`src/hdl/wheel_sync_pid_trim_defines.svh`:
```
// ----------------------------------------------------------------------------
// wheel_sync_pid_trim_defines.svh
// Assertion macros shared by the wheel sync trim block.
// ----------------------------------------------------------------------------
`ifndef WHEEL_SYNC_PID_TRIM_DEFINES_SVH
`define WHEEL_SYNC_PID_TRIM_DEFINES_SVH

// Same-cycle implication, held off while reset is asserted.
`define WSP_ASSERT_NOW(lbl, clk, rstn, ante, cons, msg) \
  lbl: assert property (@(posedge clk) disable iff (!rstn) (ante) |-> (cons)) \
    else $error(msg);

// Next-cycle implication, held off while reset is asserted.
`define WSP_ASSERT_NEXT(lbl, clk, rstn, ante, cons, msg) \
  lbl: assert property (@(posedge clk) disable iff (!rstn) (ante) |=> (cons)) \
    else $error(msg);

`endif

```
`src/hdl/wsp_pkg.sv`:
```
// ----------------------------------------------------------------------------
// wsp_pkg
// Types, widths and constants shared by the wheel sync trim modules.
// ----------------------------------------------------------------------------
package wsp_pkg;

  // Parameter defaults.
  localparam int POS_W_DEF     = 32;
  localparam int VEL_W_DEF     = 13;
  localparam int GAIN_FRAC_DEF = 8;

  // Fixed field widths.
  localparam int POS_FIELD_W = 32;
  localparam int TGT_FIELD_W = 13;
  localparam int VEL_MAX_W   = 16;
  localparam int SPEED_W     = 9;
  localparam int PWM_W       = 9;
  localparam int ADJ_W       = 7;
  localparam int GAIN_W      = 16;
  localparam int MINPWM_W    = 8;
  localparam int SUM_W       = 32;
  localparam int INTEG_W     = 9;

  localparam int CFG_IDX_W  = 2;
  localparam int CFG_DATA_W = 16;

  localparam int IN_TDATA_W  = 112;
  localparam int OUT_TDATA_W = 32;
  localparam int OUT_TUSER_W = 2;

  // Limits.
  localparam int INTEG_LIM  = 150;
  localparam int TRIM_LIM   = 50;
  localparam int PWM_MAX    = 255;
  localparam int TGT_THRESH = 5;

  typedef enum logic [CFG_IDX_W-1:0] {
    CFG_GAIN_P  = 2'd0,
    CFG_GAIN_I  = 2'd1,
    CFG_GAIN_D  = 2'd2,
    CFG_MIN_PWM = 2'd3
  } cfg_idx_e;

  typedef enum logic [1:0] {
    MUL_P = 2'd0,
    MUL_I = 2'd1,
    MUL_D = 2'd2
  } mul_sel_e;

  typedef enum logic [3:0] {
    ST_IDLE,
    ST_DELTA,
    ST_SUM,
    ST_INTEG,
    ST_MUL_P,
    ST_MUL_I,
    ST_MUL_D,
    ST_ACC,
    ST_TRIM,
    ST_SPLIT,
    ST_SCALE,
    ST_FINISH
  } ctrl_state_e;

  typedef struct packed {
    logic     in_ready;
    logic     capture;
    logic     delta;
    logic     sum;
    logic     integ;
    logic     mul_en;
    mul_sel_e mul_sel;
    logic     acc_load;
    logic     acc_add;
    logic     trim;
    logic     split;
    logic     scale;
    logic     finish;
  } dp_cmd_t;

  typedef struct packed {
    logic out_free;
  } dp_status_t;

endpackage

```
`src/hdl/wsp_ctrl.sv`:
```
// ----------------------------------------------------------------------------
// wsp_ctrl
// Sequencer that walks one control tick through the datapath.
// ----------------------------------------------------------------------------
module wsp_ctrl (
  input  logic                clk_i,
  input  logic                rst_ni,
  input  logic                s_tvalid_i,
  input  wsp_pkg::dp_status_t status_i,
  output wsp_pkg::dp_cmd_t    cmd_o
);

  wsp_pkg::ctrl_state_e state_q, state_d;

  always_ff @(posedge clk_i or negedge rst_ni) begin
    if (!rst_ni) begin
      state_q <= wsp_pkg::ST_IDLE;
    end else begin
      state_q <= state_d;
    end
  end

  always_comb begin
    state_d = state_q;
    case (state_q)
      wsp_pkg::ST_IDLE:   if (s_tvalid_i) state_d = wsp_pkg::ST_DELTA;
      wsp_pkg::ST_DELTA:  state_d = wsp_pkg::ST_SUM;
      wsp_pkg::ST_SUM:    state_d = wsp_pkg::ST_INTEG;
      wsp_pkg::ST_INTEG:  state_d = wsp_pkg::ST_MUL_P;
      wsp_pkg::ST_MUL_P:  state_d = wsp_pkg::ST_MUL_I;
      wsp_pkg::ST_MUL_I:  state_d = wsp_pkg::ST_MUL_D;
      wsp_pkg::ST_MUL_D:  state_d = wsp_pkg::ST_ACC;
      wsp_pkg::ST_ACC:    state_d = wsp_pkg::ST_TRIM;
      wsp_pkg::ST_TRIM:   state_d = wsp_pkg::ST_SPLIT;
      wsp_pkg::ST_SPLIT:  state_d = wsp_pkg::ST_SCALE;
      wsp_pkg::ST_SCALE:  state_d = wsp_pkg::ST_FINISH;
      wsp_pkg::ST_FINISH: if (status_i.out_free) state_d = wsp_pkg::ST_IDLE;
      default:            state_d = wsp_pkg::ST_IDLE;
    endcase
  end

  always_comb begin
    cmd_o         = '0;
    cmd_o.mul_sel = wsp_pkg::MUL_P;
    case (state_q)
      wsp_pkg::ST_IDLE: begin
        cmd_o.in_ready = 1'b1;
        cmd_o.capture  = s_tvalid_i;
      end
      wsp_pkg::ST_DELTA: cmd_o.delta = 1'b1;
      wsp_pkg::ST_SUM:   cmd_o.sum = 1'b1;
      wsp_pkg::ST_INTEG: cmd_o.integ = 1'b1;
      wsp_pkg::ST_MUL_P: begin
        cmd_o.mul_en  = 1'b1;
        cmd_o.mul_sel = wsp_pkg::MUL_P;
      end
      wsp_pkg::ST_MUL_I: begin
        cmd_o.mul_en   = 1'b1;
        cmd_o.mul_sel  = wsp_pkg::MUL_I;
        cmd_o.acc_load = 1'b1;
      end
      wsp_pkg::ST_MUL_D: begin
        cmd_o.mul_en  = 1'b1;
        cmd_o.mul_sel = wsp_pkg::MUL_D;
        cmd_o.acc_add = 1'b1;
      end
      wsp_pkg::ST_ACC:    cmd_o.acc_add = 1'b1;
      wsp_pkg::ST_TRIM:   cmd_o.trim = 1'b1;
      wsp_pkg::ST_SPLIT:  cmd_o.split = 1'b1;
      wsp_pkg::ST_SCALE:  cmd_o.scale = 1'b1;
      wsp_pkg::ST_FINISH: cmd_o.finish = status_i.out_free;
      default: ;
    endcase
  end

endmodule

```
`src/hdl/wsp_datapath.sv`:
```
// ----------------------------------------------------------------------------
// wsp_datapath
// Registers, PID arithmetic with one shared multiplier, trim split,
// deadband shaping and the output register of the wheel sync trim.
// ----------------------------------------------------------------------------
module wsp_datapath #(
  parameter int POS_WIDTH = wsp_pkg::POS_W_DEF,
  parameter int VEL_WIDTH = wsp_pkg::VEL_W_DEF,
  parameter int GAIN_FRAC = wsp_pkg::GAIN_FRAC_DEF
) (
  input  logic                               clk_i,
  input  logic                               rst_ni,
  input  logic                               cfg_we_i,
  input  logic [wsp_pkg::CFG_IDX_W-1:0]      cfg_idx_i,
  input  logic [wsp_pkg::CFG_DATA_W-1:0]     cfg_wdata_i,
  input  logic [wsp_pkg::IN_TDATA_W-1:0]     s_tdata_i,
  input  logic                               m_tready_i,
  input  wsp_pkg::dp_cmd_t                   cmd_i,
  output wsp_pkg::dp_status_t                status_o,
  output logic                               m_tvalid_o,
  output logic [wsp_pkg::OUT_TDATA_W-1:0]    m_tdata_o,
  output logic [wsp_pkg::OUT_TUSER_W-1:0]    m_tuser_o
);

  localparam int P       = POS_WIDTH;
  localparam int V       = VEL_WIDTH;
  localparam int SUM_W   = wsp_pkg::SUM_W;
  localparam int EXT_W   = ((SUM_W > P + 1) ? SUM_W : P + 1) + 1;
  localparam int MOP_W   = SUM_W + 1;
  localparam int GAIN_W  = wsp_pkg::GAIN_W;
  localparam int PROD_W  = GAIN_W + MOP_W;
  localparam int ACC_W   = PROD_W + 2;
  localparam int INTEG_W = wsp_pkg::INTEG_W;
  localparam int ADJ_W   = wsp_pkg::ADJ_W;
  localparam int SPEED_W = wsp_pkg::SPEED_W;
  localparam int CMD_W   = SPEED_W + 1;
  localparam int MAG_W   = SPEED_W;
  localparam int MIN_W   = wsp_pkg::MINPWM_W;
  localparam int SCL_W   = MAG_W + MIN_W;
  localparam int PWM_W   = wsp_pkg::PWM_W;
  localparam int PF_W    = wsp_pkg::POS_FIELD_W;
  localparam int TF_W    = wsp_pkg::TGT_FIELD_W;
  localparam int VM_W    = wsp_pkg::VEL_MAX_W;

  // Input beat layout.
  localparam int OFS_PL = 0;
  localparam int OFS_PR = OFS_PL + PF_W;
  localparam int OFS_TL = OFS_PR + PF_W;
  localparam int OFS_TR = OFS_TL + TF_W;
  localparam int OFS_SL = OFS_TR + TF_W;
  localparam int OFS_SR = OFS_SL + SPEED_W;
  localparam int OUT_PAD_W = wsp_pkg::OUT_TDATA_W - (2 * PWM_W + ADJ_W);

  localparam logic signed [SUM_W:0]   INT_HI   = (SUM_W + 1)'(wsp_pkg::INTEG_LIM);
  localparam logic signed [SUM_W:0]   INT_LO   = -INT_HI;
  localparam logic signed [ACC_W-1:0] TRIM_HI  = ACC_W'(wsp_pkg::TRIM_LIM);
  localparam logic signed [ACC_W-1:0] TRIM_LO  = -TRIM_HI;
  localparam logic signed [ACC_W-1:0] RND_BIAS = ACC_W'((1 << GAIN_FRAC) - 1);
  localparam logic signed [V-1:0]     THR_POS  = V'(wsp_pkg::TGT_THRESH);
  localparam logic signed [V-1:0]     THR_NEG  = -THR_POS;
  localparam logic signed [CMD_W-1:0] CMD_ONE  = CMD_W'(1);
  localparam logic [MIN_W-1:0]        PWM_TOP  = MIN_W'(wsp_pkg::PWM_MAX);

  // Configuration.
  logic signed [GAIN_W-1:0] gain_p_q, gain_i_q, gain_d_q;
  logic [MIN_W-1:0]         min_pwm_q;

  // Captured beat.
  logic [P-1:0]               pl_q, pr_q;
  logic signed [V-1:0]        tl_q, tr_q;
  logic signed [SPEED_W-1:0]  sl_q, sr_q;

  // Loop state.
  logic [P-1:0]               last_l_q, last_r_q;
  logic signed [V-1:0]        prev_tl_q, prev_tr_q;
  logic signed [SUM_W-1:0]    err_sum_q, prev_sum_q;
  logic signed [INTEG_W-1:0]  integ_q;

  // Working registers.
  logic                       active_q, straight_q;
  logic signed [P:0]          step_q;
  logic signed [MOP_W-1:0]    deriv_q;
  logic signed [PROD_W-1:0]   prod_q;
  logic signed [ACC_W-1:0]    acc_q;
  logic signed [ADJ_W-1:0]    adj_q;
  logic signed [CMD_W-1:0]    cmd_l_q, cmd_r_q;
  logic [MAG_W-1:0]           mag_l_q, mag_r_q;
  logic                       neg_l_q, neg_r_q;
  logic [SCL_W-1:0]           scl_l_q, scl_r_q;

  // Output register.
  logic                             out_valid_q;
  logic [wsp_pkg::OUT_TDATA_W-1:0]  out_data_q;
  logic [wsp_pkg::OUT_TUSER_W-1:0]  out_user_q;

  // Combinational values.
  logic [VM_W-1:0]            tl_ext, tr_ext;
  logic signed [P-1:0]        dl, dr;
  logic signed [P:0]          dl_w, dr_w, adl, adr, step_d;
  logic signed [V:0]          tsum;
  logic                       changed, nonzero, equal, opposite;
  logic signed [EXT_W-1:0]    sum_wide;
  logic [EXT_W-SUM_W:0]       sum_top;
  logic signed [SUM_W-1:0]    sum_sat;
  logic signed [SUM_W:0]      integ_wide;
  logic signed [INTEG_W-1:0]  integ_d;
  logic signed [GAIN_W-1:0]   mul_a;
  logic signed [MOP_W-1:0]    mul_b;
  logic signed [ACC_W-1:0]    biased, shifted;
  logic signed [ADJ_W-1:0]    adj_d, half, rest;
  logic signed [CMD_W-1:0]    trim_l, trim_r, pre_l, pre_r;
  logic signed [CMD_W-1:0]    abs_l, abs_r;
  logic [MIN_W-1:0]           span;
  logic [PWM_W-1:0]           pwm_l, pwm_r;

  // Floor division by 255 through a reciprocal and one correction step.
  function automatic logic [MAG_W-1:0] div255(input logic [SCL_W-1:0] x);
    logic [SCL_W+MIN_W-1:0] p;
    logic [MAG_W-1:0]       qe;
    logic [SCL_W-1:0]       e;
    logic [SCL_W-1:0]       r;
    p  = {x, {MIN_W{1'b0}}} + (SCL_W + MIN_W)'(x);
    qe = p[SCL_W+MIN_W-1:2*MIN_W];
    e  = {qe, {MIN_W{1'b0}}} - SCL_W'(qe);
    r  = x - e;
    return (r >= SCL_W'(wsp_pkg::PWM_MAX)) ? qe + MAG_W'(1) : qe;
  endfunction

  // A moving target forces at least one count of drive in its direction.
  function automatic logic signed [CMD_W-1:0] lock_sign(
    input logic signed [CMD_W-1:0] s,
    input logic signed [V-1:0]     t
  );
    logic signed [CMD_W-1:0] r;
    r = s;
    if (t > THR_POS) begin
      if (s < CMD_ONE) r = CMD_ONE;
    end else if (t < THR_NEG) begin
      if (s > -CMD_ONE) r = -CMD_ONE;
    end
    return r;
  endfunction

  // Affine deadband: nonzero magnitudes start at the floor and reach full scale.
  function automatic logic [PWM_W-1:0] shape(
    input logic [MIN_W-1:0] floor_v,
    input logic [MAG_W-1:0] mag,
    input logic [SCL_W-1:0] scl,
    input logic             neg
  );
    logic [MAG_W:0]   m;
    logic [MIN_W-1:0] m8;
    logic [PWM_W-1:0] r;
    m  = (MAG_W + 1)'(floor_v) + (MAG_W + 1)'(div255(scl));
    m8 = (m > (MAG_W + 1)'(wsp_pkg::PWM_MAX)) ? PWM_TOP : m[MIN_W-1:0];
    if (mag == '0) begin
      r = '0;
    end else if (neg) begin
      r = -PWM_W'(m8);
    end else begin
      r = PWM_W'(m8);
    end
    return r;
  endfunction

  // Deltas, target change and mode.
  always_comb begin
    tl_ext   = VM_W'(s_tdata_i[OFS_TL +: TF_W]);
    tr_ext   = VM_W'(s_tdata_i[OFS_TR +: TF_W]);
    dl       = $signed(pl_q - last_l_q);
    dr       = $signed(pr_q - last_r_q);
    dl_w     = (P + 1)'(dl);
    dr_w     = (P + 1)'(dr);
    adl      = dl_w[P] ? -dl_w : dl_w;
    adr      = dr_w[P] ? -dr_w : dr_w;
    tsum     = (V + 1)'(tl_q) + (V + 1)'(tr_q);
    changed  = (tl_q != prev_tl_q) || (tr_q != prev_tr_q);
    nonzero  = (tl_q != '0) && (tr_q != '0);
    equal    = (tl_q == tr_q);
    opposite = (tsum == '0);
    step_d   = equal ? (dl_w - dr_w) : (adl - adr);
  end

  // Saturating error sum and clamped integral.
  always_comb begin
    sum_wide = EXT_W'(err_sum_q) + EXT_W'(step_q);
    sum_top  = sum_wide[EXT_W-1:SUM_W-1];
    if ((&sum_top) || !(|sum_top)) begin
      sum_sat = sum_wide[SUM_W-1:0];
    end else if (sum_wide[EXT_W-1]) begin
      sum_sat = {1'b1, {(SUM_W - 1){1'b0}}};
    end else begin
      sum_sat = {1'b0, {(SUM_W - 1){1'b1}}};
    end
    integ_wide = (SUM_W + 1)'(integ_q) + (SUM_W + 1)'(err_sum_q);
    if (integ_wide > INT_HI) begin
      integ_d = INTEG_W'(INT_HI);
    end else if (integ_wide < INT_LO) begin
      integ_d = INTEG_W'(INT_LO);
    end else begin
      integ_d = integ_wide[INTEG_W-1:0];
    end
  end

  // Shared multiplier operands.
  always_comb begin
    case (cmd_i.mul_sel)
      wsp_pkg::MUL_P: begin
        mul_a = gain_p_q;
        mul_b = MOP_W'(err_sum_q);
      end
      wsp_pkg::MUL_I: begin
        mul_a = gain_i_q;
        mul_b = MOP_W'(integ_q);
      end
      default: begin
        mul_a = gain_d_q;
        mul_b = deriv_q;
      end
    endcase
  end

  // Scaling toward zero, clamp, and the split between the wheels.
  always_comb begin
    biased  = acc_q + (acc_q[ACC_W-1] ? RND_BIAS : '0);
    shifted = biased >>> GAIN_FRAC;
    if (!active_q) begin
      adj_d = '0;
    end else if (shifted > TRIM_HI) begin
      adj_d = ADJ_W'(TRIM_HI);
    end else if (shifted < TRIM_LO) begin
      adj_d = ADJ_W'(TRIM_LO);
    end else begin
      adj_d = shifted[ADJ_W-1:0];
    end
    half = $signed(adj_q + {{(ADJ_W - 1){1'b0}}, adj_q[ADJ_W-1]}) >>> 1;
    rest = adj_q - half;
    if (straight_q) begin
      trim_l = -CMD_W'(half);
      trim_r = CMD_W'(rest);
    end else begin
      trim_l = tl_q[V-1] ? CMD_W'(half) : -CMD_W'(half);
      trim_r = tr_q[V-1] ? -CMD_W'(rest) : CMD_W'(rest);
    end
    pre_l = lock_sign(CMD_W'(sl_q) + trim_l, tl_q);
    pre_r = lock_sign(CMD_W'(sr_q) + trim_r, tr_q);
    abs_l = cmd_l_q[CMD_W-1] ? -cmd_l_q : cmd_l_q;
    abs_r = cmd_r_q[CMD_W-1] ? -cmd_r_q : cmd_r_q;
    span  = PWM_TOP - min_pwm_q;
    pwm_l = shape(min_pwm_q, mag_l_q, scl_l_q, neg_l_q);
    pwm_r = shape(min_pwm_q, mag_r_q, scl_r_q, neg_r_q);
  end

  // Configuration, loop state and the output flag.
  always_ff @(posedge clk_i or negedge rst_ni) begin
    if (!rst_ni) begin
      gain_p_q    <= '0;
      gain_i_q    <= '0;
      gain_d_q    <= '0;
      min_pwm_q   <= '0;
      last_l_q    <= '0;
      last_r_q    <= '0;
      prev_tl_q   <= '0;
      prev_tr_q   <= '0;
      err_sum_q   <= '0;
      prev_sum_q  <= '0;
      integ_q     <= '0;
      out_valid_q <= 1'b0;
    end else begin
      if (cfg_we_i) begin
        case (wsp_pkg::cfg_idx_e'(cfg_idx_i))
          wsp_pkg::CFG_GAIN_P:  gain_p_q  <= $signed(cfg_wdata_i[GAIN_W-1:0]);
          wsp_pkg::CFG_GAIN_I:  gain_i_q  <= $signed(cfg_wdata_i[GAIN_W-1:0]);
          wsp_pkg::CFG_GAIN_D:  gain_d_q  <= $signed(cfg_wdata_i[GAIN_W-1:0]);
          wsp_pkg::CFG_MIN_PWM: min_pwm_q <= cfg_wdata_i[MIN_W-1:0];
          default: ;
        endcase
      end
      if (cmd_i.delta) begin
        last_l_q <= pl_q;
        last_r_q <= pr_q;
        if (changed) begin
          err_sum_q  <= '0;
          prev_sum_q <= '0;
          integ_q    <= '0;
          prev_tl_q  <= tl_q;
          prev_tr_q  <= tr_q;
        end
      end
      if (cmd_i.sum && active_q) begin
        err_sum_q <= sum_sat;
      end
      if (cmd_i.integ && active_q) begin
        integ_q    <= integ_d;
        prev_sum_q <= err_sum_q;
      end
      if (cmd_i.finish) begin
        out_valid_q <= 1'b1;
      end else if (m_tready_i) begin
        out_valid_q <= 1'b0;
      end
    end
  end

  // Working and payload registers.
  always_ff @(posedge clk_i) begin
    if (cmd_i.capture) begin
      pl_q <= s_tdata_i[OFS_PL +: P];
      pr_q <= s_tdata_i[OFS_PR +: P];
      tl_q <= $signed(tl_ext[V-1:0]);
      tr_q <= $signed(tr_ext[V-1:0]);
      sl_q <= $signed(s_tdata_i[OFS_SL +: SPEED_W]);
      sr_q <= $signed(s_tdata_i[OFS_SR +: SPEED_W]);
    end
    if (cmd_i.delta) begin
      active_q   <= nonzero && (equal || opposite);
      straight_q <= nonzero && equal;
      step_q     <= step_d;
    end
    if (cmd_i.integ) begin
      deriv_q <= MOP_W'(err_sum_q) - MOP_W'(prev_sum_q);
    end
    if (cmd_i.mul_en) begin
      prod_q <= mul_a * mul_b;
    end
    if (cmd_i.acc_load) begin
      acc_q <= ACC_W'(prod_q);
    end else if (cmd_i.acc_add) begin
      acc_q <= acc_q + ACC_W'(prod_q);
    end
    if (cmd_i.trim) begin
      adj_q <= adj_d;
    end
    if (cmd_i.split) begin
      cmd_l_q <= pre_l;
      cmd_r_q <= pre_r;
    end
    if (cmd_i.scale) begin
      mag_l_q <= abs_l[MAG_W-1:0];
      mag_r_q <= abs_r[MAG_W-1:0];
      neg_l_q <= cmd_l_q[CMD_W-1];
      neg_r_q <= cmd_r_q[CMD_W-1];
      scl_l_q <= SCL_W'(span) * SCL_W'(abs_l[MAG_W-1:0]);
      scl_r_q <= SCL_W'(span) * SCL_W'(abs_r[MAG_W-1:0]);
    end
    if (cmd_i.finish) begin
      out_data_q <= {{OUT_PAD_W{1'b0}}, adj_q, pwm_r, pwm_l};
      out_user_q <= {straight_q, active_q};
    end
  end

  assign status_o.out_free = !out_valid_q || m_tready_i;
  assign m_tvalid_o        = out_valid_q;
  assign m_tdata_o         = out_data_q;
  assign m_tuser_o         = out_user_q;

endmodule

```
`src/hdl/wheel_sync_pid_trim.sv`:
```
// ----------------------------------------------------------------------------
// wheel_sync_pid_trim
// Left/right wheel synchronization trim for one control tick. Each input beat
// carries both encoder positions, both target velocities and both ramped
// speed commands; each one yields exactly one output beat with the two wheel
// drives, the applied trim and the mode flags. Between acceptance and a loaded
// output register the sequencer steps through the encoder deltas, the error
// sum and integral, the shared 16 x 33 bit multiplier that forms the three PID
// products one after another and accumulates them, and then scaling, split,
// deadband multiply and the divide by 255. The next beat is taken only in the
// idle step, so no new beat enters while a tick is in progress. A new beat is
// taken while the previous result still waits in the output register; the
// sequencer only holds in its last step when that register is still occupied.
// Gains and the deadband floor are to be written through the register port
// only while no tick is in flight; the block itself does not enforce this.
// ----------------------------------------------------------------------------
`include "wheel_sync_pid_trim_defines.svh"

module wheel_sync_pid_trim #(
  parameter int POS_WIDTH = wsp_pkg::POS_W_DEF,
  parameter int VEL_WIDTH = wsp_pkg::VEL_W_DEF,
  parameter int GAIN_FRAC = wsp_pkg::GAIN_FRAC_DEF
) (
  input  logic                            clk_i,
  input  logic                            rst_ni,
  // Register port: 0 gain_p, 1 gain_i, 2 gain_d, 3 min_pwm.
  input  logic                            cfg_we_i,
  input  logic [wsp_pkg::CFG_IDX_W-1:0]   cfg_idx_i,
  input  logic [wsp_pkg::CFG_DATA_W-1:0]  cfg_wdata_i,
  input  logic                            s_axis_tvalid_i,
  output logic                            s_axis_tready_o,
  // From bit 0 up: pos_left[31:0], pos_right[31:0], target_left[12:0],
  // target_right[12:0], speed_left[8:0], speed_right[8:0], zero fill.
  input  logic [wsp_pkg::IN_TDATA_W-1:0]  s_axis_tdata_i,
  output logic                            m_axis_tvalid_o,
  input  logic                            m_axis_tready_i,
  // From bit 0 up: pwm_left[8:0], pwm_right[8:0], sync_adjust[6:0], zero fill.
  output logic [wsp_pkg::OUT_TDATA_W-1:0] m_axis_tdata_o,
  // From bit 0 up: sync_active, straight_mode.
  output logic [wsp_pkg::OUT_TUSER_W-1:0] m_axis_tuser_o
);

  wsp_pkg::dp_cmd_t    dp_cmd;
  wsp_pkg::dp_status_t dp_status;
  logic                in_accept;

  // The sequencer owns the handshake on the input side; the datapath owns
  // the output register and reports whether it can take a new result.
  wsp_ctrl u_ctrl (
    .clk_i      (clk_i),
    .rst_ni     (rst_ni),
    .s_tvalid_i (s_axis_tvalid_i),
    .status_i   (dp_status),
    .cmd_o      (dp_cmd)
  );

  wsp_datapath #(
    .POS_WIDTH (POS_WIDTH),
    .VEL_WIDTH (VEL_WIDTH),
    .GAIN_FRAC (GAIN_FRAC)
  ) u_datapath (
    .clk_i       (clk_i),
    .rst_ni      (rst_ni),
    .cfg_we_i    (cfg_we_i),
    .cfg_idx_i   (cfg_idx_i),
    .cfg_wdata_i (cfg_wdata_i),
    .s_tdata_i   (s_axis_tdata_i),
    .m_tready_i  (m_axis_tready_i),
    .cmd_i       (dp_cmd),
    .status_o    (dp_status),
    .m_tvalid_o  (m_axis_tvalid_o),
    .m_tdata_o   (m_axis_tdata_o),
    .m_tuser_o   (m_axis_tuser_o)
  );

  assign s_axis_tready_o = dp_cmd.in_ready;
  assign in_accept       = s_axis_tvalid_i && s_axis_tready_o;

  // An accepted beat starts a tick, so the input side closes next cycle.
  `WSP_ASSERT_NEXT(a_busy_after_accept, clk_i, rst_ni, in_accept, !s_axis_tready_o,
                   "input still ready right after a beat was accepted")

  // A result is only loaded when the output register is free.
  `WSP_ASSERT_NOW(a_load_when_free, clk_i, rst_ni, dp_cmd.finish,
                  !m_axis_tvalid_o || m_axis_tready_i,
                  "result loaded over a beat that was not taken")

  // Output valid only rises as the result of a sequencer load.
  `WSP_ASSERT_NOW(a_valid_from_load, clk_i, rst_ni, $rose(m_axis_tvalid_o),
                  $past(dp_cmd.finish), "output valid rose without a load")

endmodule
```
`config.mk`:
```
export PLATFORM = sky130hd
export DESIGN_NAME = wheel_sync_pid_trim
export DESIGN_NICKNAME = d
export VERILOG_FILES = /design/src/hdl/wsp_pkg.sv /design/src/hdl/wsp_ctrl.sv /design/src/hdl/wsp_datapath.sv /design/src/hdl/wheel_sync_pid_trim.sv
export VERILOG_INCLUDE_DIRS = /design/src /design/src/hdl
export SDC_FILE = /design/constraint.sdc
export NUM_CORES = 2
export LEC_CHECK = 0
export BUFFER_PORTS_ARGS = -buffer_cell sky130_fd_sc_hd__buf_2
export CAP_MARGIN = 40
export CELL_PAD_IN_SITES_DETAIL_PLACEMENT = 1
export CELL_PAD_IN_SITES_GLOBAL_PLACEMENT = 2
export CORE_MARGIN = 2
export CORE_UTILIZATION = 38
export CTS_BUF_LIST = sky130_fd_sc_hd__clkbuf_8
export DETAILED_ROUTE_END_ITERATION = 8
export PLACE_DENSITY_LB_ADDON = 0.1
export SLEW_MARGIN = 30
export SYNTH_ARGS = -nofsm -noshare
export SYNTH_HDL_FRONTEND = slang
export SYNTH_SLANG_ARGS = --single-unit
```
`constraint.sdc`:
```
create_clock -name clk_i -period 10.5 [get_ports clk_i]
set_input_delay 0.525 -clock clk_i [delete_from_list [all_inputs] [get_ports clk_i]]
set_output_delay 0.525 -clock clk_i [all_outputs]
set_load 0.02 [all_outputs]
```
# Word-level counts from Yosys, hierarchy flattened
# Index checks and enable logic that the tools add are counted.
# totals
register_bits,608
# op_classes
bitwise,3
order_cmp,16
muxes,57
addsub,33
n_reduce_logical,40
mul,3
eq_ne,20
# ops
op,n
two-way mux 32 bit,6
two-way mux 10 bit,12
two-way mux 51 bit,2
two-way mux 33 bit,3
two-way mux 9 bit,9
negator 32 -> 33 bit,2
one-hot mux 33 bit (2 select lines),1
subtractor 32 x 32 -> 33 bit,2
subtractor 32 bit,2
adder 51 x 49 -> 51 bit,1
adder 51 x 8 -> 51 bit,1
adder 25 x 17 -> 25 bit,2
multiplier 16 x 33 -> 49 bit,1
one-hot mux 4 bit (12 select lines),1
> comparator 43 x 7 -> 1 bit (second input constant),1
less-than comparator 43 x 7 -> 1 bit (second input constant),1
two-way mux 8 bit,5
adder 32 x 33 -> 34 bit,1
>= comparator 17 x 8 -> 1 bit (second input constant),2
multiplier 8 x 9 -> 17 bit,2
subtractor 17 bit,2
subtractor 17 x 9 -> 17 bit,2
adder 9 x 32 -> 33 bit,1
> comparator 33 x 9 -> 1 bit (second input constant),1
49 further kinds,109

# Logic depth before layout (Yosys ltp)
# logic_depth
ltp_word,10
mapped_depth,41
ltp_nobuf,41

# Hierarchy
# From an unflattened synthesis, not the netlist that was laid out.
# hier_totals
hier_cells,7394
hier_area_um2,67531.0
# by_module_without_submodules
mod,n_inst,seq_area_each_um2,cells_each,area_per_inst_um2
wsp_datapath,1,17036.3,7352,67207.0
wsp_ctrl,1,100.1,42,324.1

# Least setup slack after synthesis
# Ideal clock, no wire load.
# synth_path
path_kind,register -> register
start,register u_ctrl.state_q[2]
end,"register u_datapath.prod_q[45], data pin"
path_buffers,3
required_time_ps,10235
path_slack_ps,-73
arrival_time_ps,10308
path_stages_with_launch,29
cell_sequence,dfrtp_1 clkbuf_1 nand2b_1 a21oi_1 o21ai_0 clkbuf_1 a222oi_1 clkbuf_1 nand2_1 fa_1 fa_1 inv_1 fa_1 inv_1 fa_1 fa_1 inv_1 fa_1 ha_1 a211o_1 nor3_1 o21ai_0 a31oi_1 o41ai_1 a41o_1 a21o_1 a21oi_1 o21ai_0 xor2_1
# synth_via
elab_chain_len,5
# synth_lines
element,line_no,text
start: declaration,wsp_ctrl.sv:13,"wsp_pkg::ctrl_state_e state_q, state_d;"
start signal: assignment,wsp_ctrl.sv:17,state_q <= wsp_pkg::ST_IDLE;
start signal: assignment,wsp_ctrl.sv:19,state_q <= state_d;
equality test 4 x 3 -> 1 bit,wsp_ctrl.sv:45,case (state_q)
one-hot mux 3 bit (3 select lines) *,wsp_ctrl.sv:45,
equality test 2 x 1 -> 1 bit or zero test 2 bit (tied branches),wsp_datapath.sv:207,case (cmd_i.mul_sel)
one-hot mux 16 bit (2 select lines) or one-hot mux 33 bit (2 select lines) (tied branches),wsp_datapath.sv:207,
multiplier 16 x 33 -> 49 bit *,wsp_datapath.sv:324,prod_q <= mul_a * mul_b;
end signal: assignment,wsp_datapath.sv:324,
end: declaration,wsp_datapath.sv:83,logic signed [PROD_W-1:0] prod_q;
# Every way passes the cells marked *; elsewhere a longest branch is shown, timed or not.
# A chain may end at the register's enable or synchronous reset.

# Worst setup path in the final report
# layout_path
start,register u_ctrl.state_q[2]
end,"register u_datapath.prod_q[44], data pin"
# The elaborated chain is that of the path after synthesis.

==> impl_metrics.env <==
export IMPL_synth_area_per_cell_sq_um=9.05
export IMPL_yosysTopAreaCellShare=0.178
export IMPL_endpoint_kind="flop"
export IMPL_cts_sinks=608
export IMPL_postCtsSetupBuffers=0
export IMPL_first_global_vias=58800
export IMPL_cts_root_buf="clkbuf_8"
export IMPL_core_area_sq_um=176000
export IMPL_layout_min_cycle_time_ns=9.47
export IMPL_critPathKind="reg -> reg"
export IMPL_seq_area_sq_um=17100
export IMPL_cp_data_arrival_time_ns=10.10
export IMPL_min_from="cfg_wdata_i[2]"
export IMPL_placementRows=154
export IMPL_multiInputGateArea_sq_um=46100
export IMPL_cts_inserted_buffers=119
export IMPL_postRouteWirelength_um=215000
export IMPL_critPathRequiredTime_ns=11.13
export IMPL_drv_slew=0
export IMPL_via_per_inst=5.36
export IMPL_grt_overflow=0
export IMPL_num_vias=54700
export IMPL_cts_tree="yes"
export IMPL_num_fill_cells=20500
export IMPL_period_share=0.902
export IMPL_synth_edf_count=384
export IMPL_portBuffers=159
export IMPL_final_net_count=9101
export IMPL_min_path_type="in -> reg"
export IMPL_chipWidth_um=426
export IMPL_regToRegEndpoint="u_datapath.prod_q[44]"
export IMPL_stdcell_area_sq_um=75300
export IMPL_remaining_drc_errors=0
export IMPL_avgRoutedWirePerCell_um=21.1
export IMPL_ys_types=105
export IMPL_yosysWarnings=0
export IMPL_slew_headroom=0.415
export IMPL_cts_resized=0
export IMPL_fp_dieArea_sq_um=181000
export IMPL_drt_pass1_iter_count=5
export IMPL_reg2reg_from="u_ctrl.state_q[2]"
export IMPL_grt_max_degree=161
export IMPL_final_hold_violation_count=0
export IMPL_hold_path_depth=2
export IMPL_fin_skew_ns=0.0895
export IMPL_fmax_mhz=106
export IMPL_layout_commonest_cell="inv_1"
export IMPL_synth_ff_type="edfxtp_1"
export IMPL_routabilityCongestion=0.863
export IMPL_finalSetupTns_ns=0
export IMPL_insertion_delay_ns=0.92
export IMPL_cp_common_cell="fa_1"
export IMPL_post_dp_cell_area_sq_um=71400
export IMPL_reg2reg_slack_ns=1.03
export IMPL_grt_usage=0.239
export IMPL_area_growth_syn_to_layout_pct=11.4
export IMPL_antenna_left=0
export IMPL_ios=171
export IMPL_drive_gt1_frac=0.0829
export IMPL_start_kind="flop"
export IMPL_clock_path_buffers=3
export IMPL_seq_area_frac_synth=0.253
export IMPL_max_cap_violations=0
export IMPL_dr_first_iter_drc_count=2746
export IMPL_htreeDepth=3
export IMPL_path_max_fanout=24
export IMPL_yosys_area_top_type="fa_1"
export IMPL_grt_antenna_before_repair=15
export IMPL_grt_pass1_wl_um=340000
export IMPL_place_hpwl_um=171000
export IMPL_netlist_area_sq_um=67600
export IMPL_critical_path_max_stage_delay_ns=0.66
export IMPL_yosys_top_cells_area="fa_1 (18%), edfxtp_1 (17%), ha_1 (11%)"
export IMPL_worstHoldEndpoint="u_datapath.gain_p_q[2]"
export IMPL_reg2reg_depth=28
export IMPL_rsz0062_at_grt="no"
export IMPL_netlist_instances=7469
export IMPL_status="completed"
export IMPL_die_h_um=426
export IMPL_synth_seq_cells=608
export IMPL_cts_hold_buf=124
export IMPL_slowest_stage="nor2_2"
export IMPL_finalSetupViolCount=0
export IMPL_path_clk_slew_ns=0.06
export IMPL_worstMarginPinSlew_ns=0.875
export IMPL_synthArstFlopShare=0.368
export IMPL_final_cell_mix="inv_1 (970), nand2_1 (935), ha_1 (613)"
export IMPL_start_util=0.383
-- through the flow --
stage / worst slack [ns] / utilization / hold WS, ns / instances
2_1_floorplan: 1.17 / - / 0.229 / 7475
3_3_place_gp: 0.972 / 0.404 / 0.473 / 9822
3_5_place_dp: 0.897 / 0.405 / 0.484 / 9839
4_1_cts: 0.889 / 0.426 / 0.00215 / 10200
5_1_grt: 0.181 / 0.427 / 0.0358 / 10200
6_report: 1.03 / 0.427 / 0.108 / 10200
-- critical path, delay by kind of cell (launching register included) --
kind                       cells  cell delay, ns
xor gates and xnor gates       1            0.15
and+or+nand+nor                6            1.73
buffers and inverters          5            0.98
DFF                            1            0.62
adders and majority gates      7            3.35
AOI/OAI and AO/OA              9            2.41
-- layer usage --
| layer | share of wire | track usage | up-vias |
|---|---|---|---|
| li1 | - | - | 26000 |
| met1 | 0.47 | 0.326 | 27600 |
| met2 | 0.47 | 0.397 | 786 |
| met3 | 0.038 | 0.0344 | 260 |
| met4 | 0.026 | 0.0627 | 0 |
| met5 | 0 | 0 | - |
-- how the worst max path moves through the flow --
stage | start | end | slack, ns | cells past startpoint
after floorplan | u_ctrl.state_q[2] | u_datapath.prod_q[45] | 1.17 | 28
after global placement | u_ctrl.state_q[3] | u_datapath.prod_q[44] | 0.97 | 27
after detailed placement | u_ctrl.state_q[2] | u_datapath.prod_q[44] | 0.90 | 27
after CTS | u_ctrl.state_q[3] | u_datapath.prod_q[44] | 0.89 | 27
after global routing | u_ctrl.state_q[2] | u_datapath.prod_q[44] | 0.18 | 28
final | u_ctrl.state_q[2] | u_datapath.prod_q[44] | 1.03 | 28
-- Yosys cell counts, types with 17 or more instances --
cell / n
or2_2: 79
nor3_1: 93
nand3_1: 118
and4_1: 21
fa_1: 600
a21boi_0: 26
o211ai_1: 28
dfrtp_1: 224
nand2b_1: 78
nor4_1: 46
nor2_1: 547
xnor2_1: 289
o21bai_1: 55
a211oi_1: 43
a32oi_1: 30
a21o_1: 196
edfxtp_1: 384
clkbuf_1: 220
o31ai_1: 61
or3_1: 37
and2_1: 41
nand3b_1: 17
nor2b_1: 51
nand2_1: 935
a31oi_1: 46
a211o_1: 17
nor3b_1: 24
o22ai_1: 24
inv_1: 939
o21ai_0: 330
nand4_1: 56
mux2i_1: 29
mux2_2: 66
and3_1: 56
a22oi_1: 27
a21oi_1: 427
o21a_1: 114
xor2_1: 204
ha_1: 613
-- logic make-up (layout without fill, tap and decap cells) --
| kind of cell | after synthesis | in the layout | synth area share |
|---|---|---|---|
| simple gates | 2258 | 2258 | 0.154 |
| compound gates | 1610 | 1610 | 0.155 |
| fa+ha+maj | 1213 | 1213 | 0.291 |
| buf+inv | 1188 | 1568 | 0.0668 |
| flops | 608 | 608 | 0.253 |
| xor+xnor | 495 | 495 | 0.0645 |
| mux | 96 | 96 | 0.0155 |
| other cells | 1 | 15 | 0.0000555 |
-- sequential cells by signal (all words and copies together), names as in the netlist, 10 cells and up --
register               flops
u_datapath.scl_l_q        17
u_datapath.cmd_l_q        10
u_datapath.last_l_q       32
u_datapath.pl_q           32
u_datapath.prod_q         49
u_datapath.scl_r_q        17
u_datapath.prev_sum_q     32
u_datapath.gain_p_q       16
u_datapath.gain_i_q       16
u_datapath.pr_q           32
u_datapath.last_r_q       32
u_datapath.tr_q           13
u_datapath.tl_q           13
u_datapath.acc_q          51
u_datapath.cmd_r_q        10
u_datapath.prev_tl_q      13
u_datapath.err_sum_q      32
u_datapath.deriv_q        33
u_datapath.gain_d_q       16
u_datapath.prev_tr_q      13
u_datapath.m_tdata_o      25
u_datapath.step_q         33
-- cell type report --
cell class,instances,share of cell area
Clock buffer,128,0.0234
Clock inverter,95,0.0100
Timing Repair Buffer,402,0.0403
Sequential cell,608,0.228
Inverter,943,0.0470
Tap cell,2340,0.0389
Multi-Input combinational cell,5679,0.613
Antenna cell,8,0.000266
Power is left out: the tool's default activity adds up to more than one toggle a clock period on the data nets, which glitch-free logic cannot reach.
